### src/rtl/nps_pkg.sv
package nps_pkg;

  localparam int IDX_W  = 8;
  localparam int CHAN_W = 8;
  localparam int COLOR_W = 4 * CHAN_W;
  localparam int DIST_W = 18;

  // Only the upper seven bits of every channel take part in the distance.
  localparam logic [CHAN_W-1:0] CHAN_MASK = 8'hfe;

  // Larger than any reachable distance, so the first cell always takes the lead.
  localparam logic [DIST_W-1:0] DIST_INIT = '1;

  localparam logic REQ_WRITE = 1'b0;
  localparam logic REQ_QUERY = 1'b1;

  typedef struct packed {
    logic              req_type;
    logic [IDX_W-1:0]  entry_index;
    logic [CHAN_W-1:0] red;
    logic [CHAN_W-1:0] green;
    logic [CHAN_W-1:0] blue;
    logic [CHAN_W-1:0] alpha;
  } in_item_t;

  typedef struct packed {
    logic [IDX_W-1:0]  match_index;
    logic [DIST_W-1:0] match_distance;
  } out_item_t;

  // One slot of the cell chain. The colour is packed red in the low byte.
  typedef struct packed {
    logic               vld;
    logic               req_type;
    logic [IDX_W-1:0]   entry_index;
    logic [COLOR_W-1:0] color;
    logic [IDX_W-1:0]   best_idx;
    logic [DIST_W-1:0]  best_dist;
  } link_t;

endpackage

### src/rtl/nps_cell.sv
module nps_cell #(
  parameter int CELL_IDX = 0
) (
  input  logic           clk,
  input  logic           rst_n,
  input  logic           adv,
  input  nps_pkg::link_t link_i,
  output nps_pkg::link_t link_o
);
  import nps_pkg::*;

  localparam logic [IDX_W-1:0] MY_IDX = IDX_W'(CELL_IDX);

  logic [COLOR_W-1:0] entry_r;
  link_t              link_r;
  link_t              link_nxt;
  logic [DIST_W-1:0]  cand_dist;
  logic [15:0]        sum;
  logic [CHAN_W-1:0]  a_ch;
  logic [CHAN_W-1:0]  b_ch;
  logic [CHAN_W-1:0]  diff;
  logic [6:0]         d7;
  logic [13:0]        sq;

  // Masked channels have bit 0 clear, so the difference is a 7-bit value
  // shifted left by one and its square is four times the 7-bit square.
  always_comb begin
    sum  = '0;
    a_ch = '0;
    b_ch = '0;
    diff = '0;
    d7   = '0;
    sq   = '0;
    for (int c = 0; c < 4; c++) begin
      a_ch = link_i.color[c*CHAN_W +: CHAN_W] & CHAN_MASK;
      b_ch = entry_r[c*CHAN_W +: CHAN_W] & CHAN_MASK;
      diff = (a_ch > b_ch) ? (a_ch - b_ch) : (b_ch - a_ch);
      d7   = diff[7:1];
      sq   = 14'(d7) * 14'(d7);
      sum  = sum + 16'(sq);
    end
    cand_dist = {sum, 2'b00};
  end

  always_comb begin
    link_nxt = link_i;
    if (link_i.vld && (link_i.req_type == REQ_QUERY) &&
        (cand_dist < link_i.best_dist)) begin
      link_nxt.best_idx  = MY_IDX;
      link_nxt.best_dist = cand_dist;
    end
  end

  always_ff @(posedge clk) begin
    if (!rst_n) begin
      link_r.vld <= 1'b0;
    end else if (adv) begin
      link_r <= link_nxt;
    end
  end

  always_ff @(posedge clk) begin
    if (!rst_n) begin
      entry_r <= '0;
    end else if (adv && link_i.vld && (link_i.req_type == REQ_WRITE) &&
                 (link_i.entry_index == MY_IDX)) begin
      entry_r <= link_i.color;
    end
  end

  assign link_o = link_r;

endmodule

### config.mk
export PLATFORM = sky130hd
export DESIGN_NAME = nps_cell
export DESIGN_NICKNAME = d
export VERILOG_FILES = /design/src/rtl/nps_pkg.sv /design/src/rtl/nps_cell.sv
export SDC_FILE = /design/constraint.sdc
export NUM_CORES = 1
export LEC_CHECK = 0
export BUFFER_PORTS_ARGS = -buffer_cell sky130_fd_sc_hd__buf_2
export CAP_MARGIN = 20
export CORE_MARGIN = 3
export CORE_UTILIZATION = 45
export CTS_CLUSTER_DIAMETER = 120
export DETAILED_ROUTE_END_ITERATION = 8
export GPL_TIMING_DRIVEN = 0
export PLACE_DENSITY = 0.68
export SYNTH_ARGS = -nofsm -noshare
export SYNTH_HDL_FRONTEND = slang
export SYNTH_SLANG_ARGS = --single-unit
### constraint.sdc
create_clock -name clk -period 12.9 [get_ports clk]
set_input_delay 2.58 -clock clk [delete_from_list [all_inputs] [get_ports clk]]
set_output_delay 2.58 -clock clk [all_outputs]
set_load 0.005 [all_outputs]
==> reports/qor.csv <==
stage;metric;value;unit
grt;grt_pass1_wl;44.2;mm
worst_setup_path;crit_path_start_kind;input port;
timing;fin_crit_sh;0.953;
worst_setup_path;crit_end;link_o[12];
final_layout;area_delta_synth_final;11.6;%
worst_setup_path;cp_data_arrival_time;12410;ps
grt;use_met3;0.0315;
place;port_buffers;137;
final_layout;diodes;0;
detailed_routing;antenna_left;0;
detailed_routing;drt-initial-drc-count;373;
synthesis;yosys.area.top_type;fa_1;
grt;grt_max_degree;68;
clock_network;cts-resized-gates;0;
worst_setup_path;r2r_start;entry_r[17];
clock_network;root_buffer;clkbuf_16;
detailed_routing;wl_per_cell;14.9;um
worst_setup_path;cp-end-kind;register;
clock_network;numCtsBuffers;9;
synthesis;synth-seq-cells;96;
timing;skew;11.7;ps
timing;rsz0062_at_grt;no;
grt;grt.overflow.total;0;
worst_setup_path;startpoint;link_i[43];
detailed_routing;vias_per_cell;5.08;
timing;layout_setup_ws;611;ps
timing;slew_headroom;0.375;
worst_setup_path;ff2ff_setup_slack;2650;ps
timing;clock.fmax;81.4;MHz
run;cap_violations;0;
detailed_routing;routed_wl;25.9;mm
clock_network;clockBufferDepth;2;
clock_network;cts.htree.levels;3;
grt;antenna_found_initial;0;
die;fp.dieW;169;um
synthesis;synthTopCellsByArea;fa_1, edfxtp_1, ha_1;
grt;grt_util_met1;0.251;
detailed_routing;drc;0;
timing;hold_viol_final;0;
synthesis;netlist.area_leader.share;0.236;
timing;whs;526;ps
final_layout;nets;1754;
die;die_h;169;um
synthesis;synth_area;12000;um2
synthesis;synthTopCellsByCount;inv_1, fa_1, ha_1;
run_status;status;completed;
grt;use_met2;0.333;
synthesis;synth_ff_type;edfxtp_1;
grt;grt_use_total;0.190;
synthesis;synth-edff-count;67;
place;hpwlAfterDp;21.4;mm
worst_setup_path;required;13020;ps
worst_setup_path;crit_slowest_cell;mux2i_1;
die;core;26100;um2
detailed_routing;dr.pass1.iters;5;
synthesis;post-synth-top-count-cell;inv_1;
synthesis;synth_cell_type_count;77;
timing;fin_crit;12290;ps
grt;grt_pass1_vias;9218;
place;post-place-ws;265;ps
synthesis;synth_nets;1606;
synthesis;syn_area_per_cell;9.55;um2
worst_setup_path;r2r_end;link_o[12];
final_layout;fillCellCount;2435;
synthesis;ys_warn_count;0;
clock_network;cts_setup_buffers;0;
die;pin_count;139;
grt;grt.busiest_layer;met2;
die;num_rows;59;
worst_setup_path;slowest_delay;750;ps
final_layout;layout-drive-gt1-share;0.150;
synthesis;yosysSeqAreaShare;0.217;
min_path;hold_path.class;register to register;
clock_network;clkSlewWorstSetupHoldPaths;80;ps
die;initial_core_util;0.459;
clock_network;cts_tree;built;
timing;tns;0;ps
timing;finalSetupViolCount;0;
clock_network;clock_latency;370;ps
clock_network;hold_buffers;0;
timing;maxSlewViolCount;0;
worst_setup_path;reg2reg_depth;32;
worst_setup_path;path_max_fanout;10;
detailed_routing;vias;8848;
synthesis;synth_cells;1253;
worst_setup_path;path_class;input port to register;
clock_network;clock_sinks;96;
die;dieArea;28600;um2
synthesis;async_flop_share;0;
timing;worst_pin_slew;912;ps
place;place.gp.congestion;0.896;
[area by class of cell]
cell class	count	area, um2	area share
Sequential cell	96	2590	0.194
Clock buffer	9	225	0.0169
Multi-Input combinational cell	843	8170	0.612
Inverter	281	1050	0.0790
Tap cell	335	419	0.0314
Timing Repair Buffer	137	686	0.0514
Buffer	33	146	0.0110
Clock inverter	7	56.3	0.00422
[worst min path at each step]
stage	start	endpoint	depth (start not counted)
floorplan	entry_r[15]	entry_r[15]	2
global placement	link_o[67]	link_o[67]	2
detailed placement	entry_r[15]	entry_r[15]	2
CTS	entry_r[15]	entry_r[15]	2
global route	entry_r[15]	entry_r[15]	2
finish	entry_r[15]	entry_r[15]	2
[per-stage QoR]
| step | utilization | cells | instance area (um2) |
|---|---|---|---|
| finish | 0.512 | 1741 | 13400 |
| global route | 0.512 | 1741 | 13400 |
| CTS | 0.512 | 1741 | 13400 |
| detailed placement | 0.502 | 1725 | 13100 |
| global placement | 0.501 | 1725 | 13100 |
| floorplan | - | 1253 | 12000 |
[critical path: cells and delay by family]
| family | cells | cell delay [ps] |
|---|---|---|
| buffers and inverters | 10 | 1610 |
| AO/OA/AOI/OAI | 5 | 1690 |
| adder cells (fa/ha/maj) | 9 | 3990 |
| multiplexers | 2 | 1120 |
| AND/OR/NAND/NOR | 6 | 1050 |
| XOR/XNOR | 2 | 370 |
[cells in the final DEF (no fill, tap or decap), types with 4 or more instances in the layout]
| master | netlist | layout |
|---|---|---|
| nor2b_1 | 16 | 16 |
| and2_1 | 37 | 36 |
| ha_1 | 141 | 141 |
| a21oi_1 | 48 | 48 |
| o21ai_1 | 8 | 8 |
| nor4_1 | 4 | 4 |
| o211ai_1 | 8 | 8 |
| nor2_1 | 80 | 80 |
| nor3_1 | 14 | 14 |
| o21a_1 | 6 | 6 |
| xnor2_2 | 5 | 5 |
| mux2i_1 | 22 | 22 |
| xor2_1 | 12 | 12 |
| nand2_1 | 62 | 62 |
| a21o_1 | 18 | 18 |
| buf_2 | 12 | 149 |
| nand3b_1 | 7 | 7 |
| a211o_1 | 4 | 4 |
| nand4_1 | 11 | 11 |
| clkbuf_16 | 0 | 9 |
| dfxtp_1 | 29 | 29 |
| edfxtp_1 | 67 | 67 |
| nand2b_1 | 19 | 19 |
| o21ai_0 | 44 | 44 |
| or2_1 | 16 | 16 |
| nor3b_1 | 6 | 6 |
| inv_1 | 280 | 280 |
| xnor2_1 | 11 | 11 |
| fa_1 | 141 | 141 |
| nand3_1 | 16 | 16 |
| mux2_2 | 17 | 17 |
| clkbuf_1 | 20 | 20 |
[flip-flops by register name, indices dropped and copies added, names as in the netlist]
| register | flops |
|---|---|
| entry_r | 28 |
| link_o | 68 |
[layer usage]
metal  vias up  part of all wire
met5         -                 0
met4         0             0.013
met3        21             0.055
met2       194              0.48
met1      4293              0.45
li1       4340                 -
[cell families after synthesis]
family                     after synthesis  synth area share
buffers and inverters                  314             0.100
and+or+nand+nor                        301             0.127
adders and majority gates              282             0.383
AOI/OAI and AO/OA                      189             0.109
DFF                                     96             0.217
muxes                                   42            0.0379
xor gates and xnor gates                29            0.0250
Power is left out: the tool's default activity adds up to more than one toggle a clock period on the data nets, which glitch-free logic cannot reach.
